<file path="src/rtl/vsa_pkg.sv">
// shared types, constants and codes of the vlsm subnet allocator
package vsa_pkg;

   localparam int DEFAULT_MAX_REQUESTS = 32;

   localparam int ADDR_W  = 32;
   localparam int TAG_W   = 16;
   localparam int COUNT_W = 31;
   localparam int EXP_W   = 5;
   localparam int PFX_W   = 6;
   localparam int CSR_IDX_W = 2;

   // status codes
   localparam logic [1:0] ST_OK            = 2'd0;
   localparam logic [1:0] ST_INVALID_COUNT = 2'd1;
   localparam logic [1:0] ST_NO_SPACE      = 2'd2;
   localparam logic [1:0] ST_TOO_MANY      = 2'd3;

   // register indexes
   localparam logic [CSR_IDX_W-1:0] CSR_BASE_ADDRESS = 2'd0;
   localparam logic [CSR_IDX_W-1:0] CSR_BASE_PREFIX  = 2'd1;
   localparam logic [CSR_IDX_W-1:0] CSR_ORDER_DOWN   = 2'd2;

   // register reset values
   localparam logic [ADDR_W-1:0] BASE_ADDRESS_RESET = '0;
   localparam logic [PFX_W-1:0]  BASE_PREFIX_RESET  = 6'd24;
   localparam logic              ORDER_DOWN_RESET   = 1'b0;

   typedef struct packed {
      logic [TAG_W-1:0]   request_tag;
      logic [COUNT_W-1:0] host_count;
      logic               last_request;
   } req_item_type;

   typedef struct packed {
      logic [TAG_W-1:0]  result_tag;
      logic [ADDR_W-1:0] block_size;
      logic [ADDR_W-1:0] start_address;
      logic [PFX_W-1:0]  subnet_prefix;
      logic [1:0]        status;
      logic              last_result;
   } rsp_item_type;

   // one table entry: tag and size exponent
   typedef struct packed {
      logic [TAG_W-1:0] tag;
      logic [EXP_W-1:0] exp;
   } entry_type;

   // base network as seen by the sequencer
   typedef struct packed {
      logic [ADDR_W-1:0] network;
      logic [ADDR_W:0]   total;
      logic              order_down;
   } base_cfg_type;

endpackage

</file>
<file path="src/rtl/vlsm_subnet_allocator_top.sv">
// top level of the vlsm subnet allocator
//
// Takes subnet requests one at a time (tag and host count); each count is
// rounded up to a power of two and inserted into a request table kept sorted
// by block size, largest first, equal sizes in arrival order. The request
// marked last closes the run: the summed sizes are checked against the base
// network, then one allocation per request is issued, packed upward from the
// network address or downward from the network end. A zero count, a full
// table or too little space yields a single error item instead, with status
// set and last_result high. Timing: a request is taken when start is high and
// busy is low. A stored request keeps the block busy through a prepare step,
// one shift step per held entry it moves past, one more compare step when
// the walk stops at an entry of equal or larger size, a place step and the
// space check, since the insertion walks the table one entry a cycle through
// the single read port of the table memory. A request that is not stored
// (zero count, full table, or an error already held) keeps it busy through
// the prepare step and the space check. On a last request without error,
// the allocations follow one per cycle, back to back, the first one after the
// space check via the emit state and the output register. Each item sits on
// rsp_data for exactly one cycle with rsp_strobe high and cannot be held off,
// so the receiver must take every item as it comes. busy drops on the cycle
// the final item of the run is presented. Configuration writes are always
// taken (csr_ready is tied high) and must only be made while busy is low.
module vlsm_subnet_allocator_top import vsa_pkg::*; #(
   parameter int MAX_REQUESTS = DEFAULT_MAX_REQUESTS
) (
   input  logic                 clock,
   input  logic                 reset,
   // request channel
   input  logic                 start,
   output logic                 busy,
   input  req_item_type         req_data,
   // result channel
   output logic                 rsp_strobe,
   output rsp_item_type         rsp_data,
   // configuration write channel
   input  logic                 csr_valid,
   output logic                 csr_ready,
   input  logic [CSR_IDX_W-1:0] csr_index,
   input  logic [ADDR_W-1:0]    csr_data
);

   localparam int IDX_W = $clog2(MAX_REQUESTS);

   base_cfg_type     base_cfg;
   logic             tbl_wr_en;
   logic [IDX_W-1:0] tbl_wr_addr;
   entry_type        tbl_wr_data;
   logic [IDX_W-1:0] tbl_rd_addr;
   entry_type        tbl_rd_data;

   // registers and base network decode (mask, block total)
   vsa_csr u_csr (
      .clock     (clock),
      .reset     (reset),
      .csr_valid (csr_valid),
      .csr_ready (csr_ready),
      .csr_index (csr_index),
      .csr_data  (csr_data),
      .base_cfg  (base_cfg)
   );

   // sorted request table, read data in the cycle after the address
   vsa_table #(
      .DEPTH (MAX_REQUESTS)
   ) u_table (
      .clock   (clock),
      .wr_en   (tbl_wr_en),
      .wr_addr (tbl_wr_addr),
      .wr_data (tbl_wr_data),
      .rd_addr (tbl_rd_addr),
      .rd_data (tbl_rd_data)
   );

   // insertion walk, space check and result walk; a shift writes the slot
   // above the one being read, so a shift never writes the entry it reads
   vsa_seq #(
      .MAX_REQUESTS (MAX_REQUESTS)
   ) u_seq (
      .clock      (clock),
      .reset      (reset),
      .start      (start),
      .busy       (busy),
      .req_data   (req_data),
      .base_cfg   (base_cfg),
      .rsp_strobe (rsp_strobe),
      .rsp_data   (rsp_data),
      .wr_en      (tbl_wr_en),
      .wr_addr    (tbl_wr_addr),
      .wr_data    (tbl_wr_data),
      .rd_addr    (tbl_rd_addr),
      .rd_data    (tbl_rd_data)
   );

   // an accepted request keeps the block busy on the next cycle
   a_accept_busy: assert property (@(posedge clock) disable iff (reset)
      start && !busy |=> busy)
      else $error("accepted request did not raise busy");

   // results come only out of work in progress
   a_rsp_from_work: assert property (@(posedge clock) disable iff (reset)
      rsp_strobe |-> $past(busy))
      else $error("result without a request in progress");

   // an error item is single, closes the run and carries no block
   a_error_item: assert property (@(posedge clock) disable iff (reset)
      rsp_strobe && rsp_data.status != ST_OK |->
         rsp_data.last_result && rsp_data.block_size == '0)
      else $error("malformed error item");

   // allocations have a power of two size
   a_pow2_size: assert property (@(posedge clock) disable iff (reset)
      rsp_strobe && rsp_data.status == ST_OK && rsp_data.block_size != '0 |->
         $onehot(rsp_data.block_size))
      else $error("block size not a power of two");

   // a run's allocations follow back to back until the last one
   a_burst: assert property (@(posedge clock) disable iff (reset)
      rsp_strobe && !rsp_data.last_result |=> rsp_strobe)
      else $error("gap inside a result burst");

endmodule

</file>
<file path="src/rtl/vsa_table.sv">
// request table memory, one write port and one registered read port
module vsa_table import vsa_pkg::*; #(
   parameter int DEPTH = DEFAULT_MAX_REQUESTS
) (
   input  logic                     clock,
   input  logic                     wr_en,
   input  logic [$clog2(DEPTH)-1:0] wr_addr,
   input  entry_type                wr_data,
   input  logic [$clog2(DEPTH)-1:0] rd_addr,
   output entry_type                rd_data
);

   entry_type mem [DEPTH];
   entry_type rd_data_ff;

   always_ff @(posedge clock) begin
      if (wr_en) begin
         mem[wr_addr] <= wr_data;
      end
   end

   always_ff @(posedge clock) begin
      rd_data_ff <= mem[rd_addr];
   end

   assign rd_data = rd_data_ff;

endmodule

</file>
<file path="src/rtl/vsa_csr.sv">
// configuration registers and base network decode
module vsa_csr import vsa_pkg::*; (
   input  logic                 clock,
   input  logic                 reset,
   input  logic                 csr_valid,
   output logic                 csr_ready,
   input  logic [CSR_IDX_W-1:0] csr_index,
   input  logic [ADDR_W-1:0]    csr_data,
   output base_cfg_type         base_cfg
);

   logic [ADDR_W-1:0] base_address_ff, base_address_in;
   logic [PFX_W-1:0]  base_prefix_ff, base_prefix_in;
   logic              order_down_ff, order_down_in;
   logic [PFX_W-1:0]  pfx;
   logic [PFX_W-1:0]  host_bits;
   logic [ADDR_W-1:0] mask;

   assign csr_ready = 1'b1;

   always_comb begin
      base_address_in = base_address_ff;
      base_prefix_in  = base_prefix_ff;
      order_down_in   = order_down_ff;
      if (csr_valid) begin
         unique case (csr_index)
            CSR_BASE_ADDRESS: base_address_in = csr_data;
            CSR_BASE_PREFIX:  base_prefix_in  = csr_data[PFX_W-1:0];
            CSR_ORDER_DOWN:   order_down_in   = csr_data[0];
            default: ;
         endcase
      end
   end

   always_ff @(posedge clock) begin
      if (reset) begin
         base_address_ff <= BASE_ADDRESS_RESET;
         base_prefix_ff  <= BASE_PREFIX_RESET;
         order_down_ff   <= ORDER_DOWN_RESET;
      end else begin
         base_address_ff <= base_address_in;
         base_prefix_ff  <= base_prefix_in;
         order_down_ff   <= order_down_in;
      end
   end

   // prefix above 32 acts as 32
   always_comb begin
      pfx = (base_prefix_ff > PFX_W'(ADDR_W)) ? PFX_W'(ADDR_W) : base_prefix_ff;
      host_bits = PFX_W'(ADDR_W) - pfx;
      mask = (pfx == '0) ? '0 : ({ADDR_W{1'b1}} << host_bits);
      base_cfg.network    = base_address_ff & mask;
      base_cfg.total      = (ADDR_W+1)'(1) << host_bits;
      base_cfg.order_down = order_down_ff;
   end

endmodule

</file>
<file path="src/rtl/vsa_seq.sv">
// sequencer: sorted insertion into the table, space check and result walk
module vsa_seq import vsa_pkg::*; #(
   parameter int MAX_REQUESTS = DEFAULT_MAX_REQUESTS
) (
   input  logic                            clock,
   input  logic                            reset,
   input  logic                            start,
   output logic                            busy,
   input  req_item_type                    req_data,
   input  base_cfg_type                    base_cfg,
   output logic                            rsp_strobe,
   output rsp_item_type                    rsp_data,
   output logic                            wr_en,
   output logic [$clog2(MAX_REQUESTS)-1:0] wr_addr,
   output entry_type                       wr_data,
   output logic [$clog2(MAX_REQUESTS)-1:0] rd_addr,
   input  entry_type                       rd_data
);

   localparam int IDX_W = $clog2(MAX_REQUESTS);
   localparam int CNT_W = $clog2(MAX_REQUESTS + 1);
   localparam int SUM_W = ADDR_W + CNT_W;

   localparam logic [2:0] S_IDLE  = 3'd0;
   localparam logic [2:0] S_PREP  = 3'd1;
   localparam logic [2:0] S_SHIFT = 3'd2;
   localparam logic [2:0] S_PLACE = 3'd3;
   localparam logic [2:0] S_CHECK = 3'd4;
   localparam logic [2:0] S_EMIT  = 3'd5;

   logic [2:0]         state_ff, state_in;
   logic [TAG_W-1:0]   tag_ff, tag_in;
   logic [COUNT_W-1:0] count_ff, count_in;
   logic               last_ff, last_in;
   logic [EXP_W-1:0]   exp_ff, exp_in;
   logic [IDX_W-1:0]   pos_ff, pos_in;
   logic [IDX_W-1:0]   k_ff, k_in;
   logic [CNT_W-1:0]   entry_count_ff, entry_count_in;
   logic [SUM_W-1:0]   size_sum_ff, size_sum_in;
   logic [1:0]         error_code_ff, error_code_in;
   logic [ADDR_W:0]    cur_ff, cur_in;
   rsp_item_type       rsp_ff, rsp_in;
   logic               rsp_strobe_ff, rsp_strobe_in;

   logic [EXP_W-1:0]   new_exp;
   logic [1:0]         err_final;
   logic [ADDR_W:0]    step_size;
   logic [ADDR_W:0]    cur_next;

   // exponent of the smallest power of two not below n, by halving search
   function automatic logic [EXP_W-1:0] ceil_log2(input logic [COUNT_W-1:0] n);
      logic [COUNT_W-1:0] v;
      logic [EXP_W-1:0]   e;
      v = n - COUNT_W'(1);
      e = '0;
      if (n > COUNT_W'(1)) begin
         if (v[30:16] != '0) begin e = e + EXP_W'(16); v = v >> 16; end
         if (v[15:8]  != '0) begin e = e + EXP_W'(8);  v = v >> 8;  end
         if (v[7:4]   != '0) begin e = e + EXP_W'(4);  v = v >> 4;  end
         if (v[3:2]   != '0) begin e = e + EXP_W'(2);  v = v >> 2;  end
         if (v[1]) begin e = e + EXP_W'(1); end
         e = e + EXP_W'(1);
      end
      return e;
   endfunction

   assign new_exp   = ceil_log2(count_ff);
   assign step_size = (ADDR_W+1)'(1) << rd_data.exp;
   assign busy       = (state_ff != S_IDLE);
   assign rsp_strobe = rsp_strobe_ff;
   assign rsp_data   = rsp_ff;

   always_comb begin
      state_in       = state_ff;
      tag_in         = tag_ff;
      count_in       = count_ff;
      last_in        = last_ff;
      exp_in         = exp_ff;
      pos_in         = pos_ff;
      k_in           = k_ff;
      entry_count_in = entry_count_ff;
      size_sum_in    = size_sum_ff;
      error_code_in  = error_code_ff;
      cur_in         = cur_ff;
      rsp_in         = rsp_ff;
      rsp_strobe_in  = 1'b0;
      wr_en          = 1'b0;
      wr_addr        = pos_ff;
      wr_data        = rd_data;
      rd_addr        = '0;
      err_final      = error_code_ff;
      cur_next       = cur_ff;

      unique case (state_ff)
         S_IDLE: begin
            if (start) begin
               tag_in   = req_data.request_tag;
               count_in = req_data.host_count;
               last_in  = req_data.last_request;
               state_in = S_PREP;
            end
         end
         S_PREP: begin
            exp_in = new_exp;
            priority if (count_ff == '0) begin
               if (error_code_ff == ST_OK) error_code_in = ST_INVALID_COUNT;
               state_in = S_CHECK;
            end else if (entry_count_ff >= CNT_W'(MAX_REQUESTS)) begin
               if (error_code_ff == ST_OK) error_code_in = ST_TOO_MANY;
               state_in = S_CHECK;
            end else if (error_code_ff != ST_OK) begin
               state_in = S_CHECK;
            end else begin
               pos_in = entry_count_ff[IDX_W-1:0];
               if (entry_count_ff != '0) begin
                  rd_addr  = entry_count_ff[IDX_W-1:0] - IDX_W'(1);
                  state_in = S_SHIFT;
               end else begin
                  state_in = S_PLACE;
               end
            end
         end
         S_SHIFT: begin
            // rd_data holds the entry just below pos
            if (rd_data.exp < exp_ff) begin
               wr_en   = 1'b1;
               wr_addr = pos_ff;
               wr_data = rd_data;
               pos_in  = pos_ff - IDX_W'(1);
               if (pos_ff != IDX_W'(1)) begin
                  rd_addr = pos_ff - IDX_W'(1) - IDX_W'(1);
               end else begin
                  state_in = S_PLACE;
               end
            end else begin
               state_in = S_PLACE;
            end
         end
         S_PLACE: begin
            wr_en          = 1'b1;
            wr_addr        = pos_ff;
            wr_data.tag    = tag_ff;
            wr_data.exp    = exp_ff;
            entry_count_in = entry_count_ff + CNT_W'(1);
            size_sum_in    = size_sum_ff + (SUM_W'(1) << exp_ff);
            state_in       = S_CHECK;
         end
         S_CHECK: begin
            if (error_code_ff == ST_OK && size_sum_ff > SUM_W'(base_cfg.total)) begin
               err_final = ST_NO_SPACE;
            end
            if (!last_ff) begin
               state_in = S_IDLE;
            end else if (err_final != ST_OK || entry_count_ff == '0) begin
               rsp_in.result_tag    = '0;
               rsp_in.block_size    = '0;
               rsp_in.start_address = '0;
               rsp_in.subnet_prefix = '0;
               rsp_in.status        = err_final;
               rsp_in.last_result   = 1'b1;
               rsp_strobe_in        = 1'b1;
               entry_count_in       = '0;
               size_sum_in          = '0;
               error_code_in        = ST_OK;
               state_in             = S_IDLE;
            end else begin
               cur_in   = base_cfg.order_down
                        ? ({1'b0, base_cfg.network} + base_cfg.total)
                        : {1'b0, base_cfg.network};
               k_in     = '0;
               rd_addr  = '0;
               state_in = S_EMIT;
            end
         end
         S_EMIT: begin
            if (base_cfg.order_down) begin
               cur_next = cur_ff - step_size;
               rsp_in.start_address = cur_next[ADDR_W-1:0];
            end else begin
               cur_next = cur_ff + step_size;
               rsp_in.start_address = cur_ff[ADDR_W-1:0];
            end
            cur_in               = cur_next;
            rsp_in.result_tag    = rd_data.tag;
            rsp_in.block_size    = ADDR_W'(1) << rd_data.exp;
            rsp_in.subnet_prefix = PFX_W'(ADDR_W) - PFX_W'(rd_data.exp);
            rsp_in.status        = ST_OK;
            rsp_in.last_result   = (CNT_W'(k_ff) + CNT_W'(1) == entry_count_ff);
            rsp_strobe_in        = 1'b1;
            if (rsp_in.last_result) begin
               entry_count_in = '0;
               size_sum_in    = '0;
               error_code_in  = ST_OK;
               state_in       = S_IDLE;
            end else begin
               k_in    = k_ff + IDX_W'(1);
               rd_addr = k_ff + IDX_W'(1);
            end
         end
         default: begin
            state_in = S_IDLE;
         end
      endcase
   end

   always_ff @(posedge clock) begin
      if (reset) begin
         state_ff       <= S_IDLE;
         entry_count_ff <= '0;
         size_sum_ff    <= '0;
         error_code_ff  <= ST_OK;
         rsp_strobe_ff  <= 1'b0;
      end else begin
         state_ff       <= state_in;
         entry_count_ff <= entry_count_in;
         size_sum_ff    <= size_sum_in;
         error_code_ff  <= error_code_in;
         rsp_strobe_ff  <= rsp_strobe_in;
      end
   end

   always_ff @(posedge clock) begin
      tag_ff   <= tag_in;
      count_ff <= count_in;
      last_ff  <= last_in;
      exp_ff   <= exp_in;
      pos_ff   <= pos_in;
      k_ff     <= k_in;
      cur_ff   <= cur_in;
      rsp_ff   <= rsp_in;
   end

endmodule
</file>
<file path="config.mk">
export PLATFORM = sky130hd
export DESIGN_NAME = vlsm_subnet_allocator_top
export DESIGN_NICKNAME = d
export VERILOG_FILES = /design/src/rtl/vsa_pkg.sv /design/src/rtl/vlsm_subnet_allocator_top.sv /design/src/rtl/vsa_table.sv /design/src/rtl/vsa_csr.sv /design/src/rtl/vsa_seq.sv
export SDC_FILE = /design/constraint.sdc
export NUM_CORES = 2
export LEC_CHECK = 0
export BUFFER_PORTS_ARGS = -buffer_cell sky130_fd_sc_hd__buf_2
export CORE_MARGIN = 1.5
export CORE_UTILIZATION = 55
export CTS_BUF_LIST = sky130_fd_sc_hd__clkbuf_8 sky130_fd_sc_hd__clkbuf_16
export CTS_CLUSTER_DIAMETER = 150
export DETAILED_ROUTE_END_ITERATION = 12
export PLACE_DENSITY = 0.84
export SYNTH_ARGS = -nofsm -noshare
export SYNTH_HDL_FRONTEND = slang
export SYNTH_HIERARCHICAL = 1
export SYNTH_SLANG_ARGS = --single-unit
export TNS_END_PERCENT = 50
</file>
<file path="constraint.sdc">
create_clock -name clock -period 14.8 [get_ports clock]
set_input_delay 0 -clock clock [delete_from_list [all_inputs] [get_ports clock]]
set_output_delay 0 -clock clock [all_outputs]
set_load 0.01 [all_outputs]
</file>
==> flow_summary.ini <==
[outcome]
status = finished clean

[global_routing]
grt-ovfl-total = 0
grt_pass1_vias = 34300
grt_usage_pct = 29.6
antenna_found_initial = 5
grt_max_degree = 149
grt_pass1_wl_um = 204000

[pwr]
power.total_mw = 7.62
p_per_area_nw_per_um2 = 139
leakagePower_nw = 19.6
vdd_ir_drop_max_mv = 0.174

[worst_setup_path]
criticalPathCategory = reg2reg
crit_slowest_cell = dfxtp_1
slowest_delay_ps = 890
reg2reg_depth = 18
cp.arrival_ps = 7120
path_cells = inv_1, nand2_1, ha_1, and3b_1, a31oi_2, nor3_1, and2_1, inv_1, ha_1, nand4_1, nor4_1, o21ai_0, o221ai_1, a21oi_1, nor2b_1, nand2_1, nand2_4, buf_4
cp.depth = 18
cp_max_fo = 60
crit_required_ps = 15090
end_kind = flop
crit_buf_inv = 3
cp_top_family = simple AND/OR/NAND/NOR gates
setup.worst_path.start_class = flop
ff2ff_setup_slack_ps = 7970

[detailed_routing]
drt-met1-wl_um = 49900
highest_layer = met5
detail_route.wl_per_cell_um = 24.6
vias = 35000
routed-wl-met3_um = 12200
routed_via_density = 6.33
firstDrtPassIters = 6
ant_nets = 0
drt_iter0_drc = 4092
met2WireLength_um = 66400
drt-total-wl_um = 136000
drc = 0

[yosys]
synth.distinct_cells = 107
ys.flop_type = edfxtp_1
synth-edff-count = 856
synth_top_cell_by_area = edfxtp_1
ys_seq_area_share_pct = 57.7
syn_inst = 4041
yosys-top-cells-count = edfxtp_1 (856), mux2i_1 (384), nor2_1 (355)
synth_top_area_share_pct = 53.2
ys_ff_latch = 966
synth_area_um2 = 48400
syn_area_per_cell_um2 = 12.0
yosysMostFrequentCell = edfxtp_1
synth_nets = 4318
ys_warn_count = 6
async_flop_share_pct = 0
synth_area_leaders = edfxtp_1 (53%), mux2i_1 (7.9%), ha_1 (4.8%), dfxtp_1 (4.6%), nor2_1 (2.8%)

[run]
cap_violations = 0

[placement]
gp_congestion = 0.968
preCtsSetupSlack_ps = 8230
port_buffers = 176
dpl.hpwl_um = 83300

[clocking]
h-tree-depth = 3
post_cts_buffers = 0
cts_buffer_depth = 3
root_buffer = clkbuf_16
worstSkewPairLatency_ps = 700
cts_sinks = 966
cts_made_buffers = 95
cts_tree = built
path_clk_slew_ps = 60

[sta]
worstMarginPinSlew_ps = 1270
fin_skew_ps = 63.5
setup_ws_ps = 7970
rsz0062_at_grt = no
finalMaxSlewViolations = 0
setup_viol = 0
finalHoldViolations = 0
slew_headroom_pct = 15.3
tns_ps = 0
holdWs_ps = 21.0
period_share_pct = 46.1
finalCriticalPeriod_ps = 6830
clock.fmax_mhz = 146

[floorplanning]
core_region_area_um2 = 86900
fp.dieH_um = 300
start_util_pct = 55.7
die_area_um2 = 89700
num_rows = 108
io_pins = 178
die_x_um = 300

[finish]
areaGrowthSynthToFinish_pct = 13.6
final_nets = 4561
drive_above_1_share_pct = 11.2
fillers = 6153

[worst_hold_path]
min_path_type = in2reg
holdPathStages = 2
-- final timing paths --
check,start,to
setup reg to reg,u_csr/base_prefix_ff[5]$_SDFFE_PP0P_,u_seq/rsp_data[15]$_SDFFCE_PN0P_
hold / removal,req_data[17],u_seq/count_ff[16]$_DFFE_PP_
setup / recovery,u_csr/base_prefix_ff[5]$_SDFFE_PP0P_,u_seq/rsp_data[15]$_SDFFCE_PN0P_
hold reg to reg,u_csr/base_address_ff[9]$_SDFFE_PP0P_,u_csr/base_address_ff[9]$_SDFFE_PP0P_
-- stage by stage --
step	cells	utilization, %	area (um2)
after floorplan	4041	-	48400
after global placement	5213	57.8	50300
after detailed placement	5213	57.8	50300
after CTS	5520	63.2	54900
after global routing	5522	63.2	55000
final	5523	63.2	55000
-- where the power goes --
group	internal, mW	total (mW)	leakage (nW)	switching, mW
Combinational	0.435	1.52	9.19	1.09
Clock	1.48	2.59	1.67	1.11
Sequential	3.40	3.51	8.70	0.111
Total	5.31	7.62	19.6	2.30
-- state kept, by name, indices dropped and copies added (netlist names), 6 cells and up --
signal,cells
u_csr/base_address_ff,32
u_csr/base_prefix_ff,6
u_table/mem,672
u_table/rd_data,21
u_seq/rsp_data,89
u_seq/cur_ff,32
u_seq/tag_ff,16
u_seq/count_ff,31
u_seq/size_sum_ff,38
u_seq/entry_count_ff,6
-- kinds of logic (layout without fill, tap and decap cells) --
family / Yosys count / count (layout) / synth area share [%]
muxes: 392 / 392 / 8.21
other: 1 / 3 / 0.00776
AOI/OAI and AO/OA: 824 / 824 / 11.4
and+or+nand+nor: 1162 / 1162 / 11.5
DFF: 966 / 966 / 57.7
xor gates and xnor gates: 158 / 158 / 2.88
adders and majority gates: 191 / 191 / 5.00
buffers and inverters: 347 / 672 / 3.32
-- layout make-up --
class / instances / area [um2] / area share [%]
multi-input cells: 2728 / 19100 / 34.8
flip-flops and latches: 966 / 27900 / 50.8
inverters: 139 / 522 / 0.949
repair buffers: 354 / 2580 / 4.70
clock buffers: 99 / 2440 / 4.45
diodes: 2 / 5.00 / 0.00911
well taps: 1155 / 1450 / 2.63
clock inverters: 80 / 942 / 1.71
-- layout by cell type (no fill, tap or decap), types with 23 or more instances in the layout --
cell type      count
edfxtp_1         856
mux2i_1          384
nor2_1           318
nand2_1          312
a21oi_1          247
ha_1             187
buf_2            176
inv_1            145
dlygate4sd3_1    128
dfxtp_1          109
a22oi_1          107
xnor2_1          107
nand3_1           98
o21ai_0           97
clkbuf_16         96
nor3_1            81
a21o_1            64
xor2_1            50
buf_4             47
and3_1            43
a22o_1            43
nor2b_1           40
nand4_1           39
a31oi_1           38
and2_1            33
a211oi_1          30
nand2b_1          28
o21bai_1          24
nor4_1            23
or3_1             23
-- what timing repair did --
item / 4_1_cts / 5_1_grt
hold endpoints to repair: 99 / 0
gates resized for setup: 0 / 0
hold buffers: 128 / 0
endpoints found under the setup margin: 0 / 0
-- metal layers --
metal | global-route usage, % | vias up
met5 | 0 | -
met2 | 50.3 | 1999
met4 | 15.2 | 4
li1 | - | 15600
met1 | 36.4 | 17000
met3 | 5.11 | 408
No activity file was read; power rests on OpenSTA's default activity.
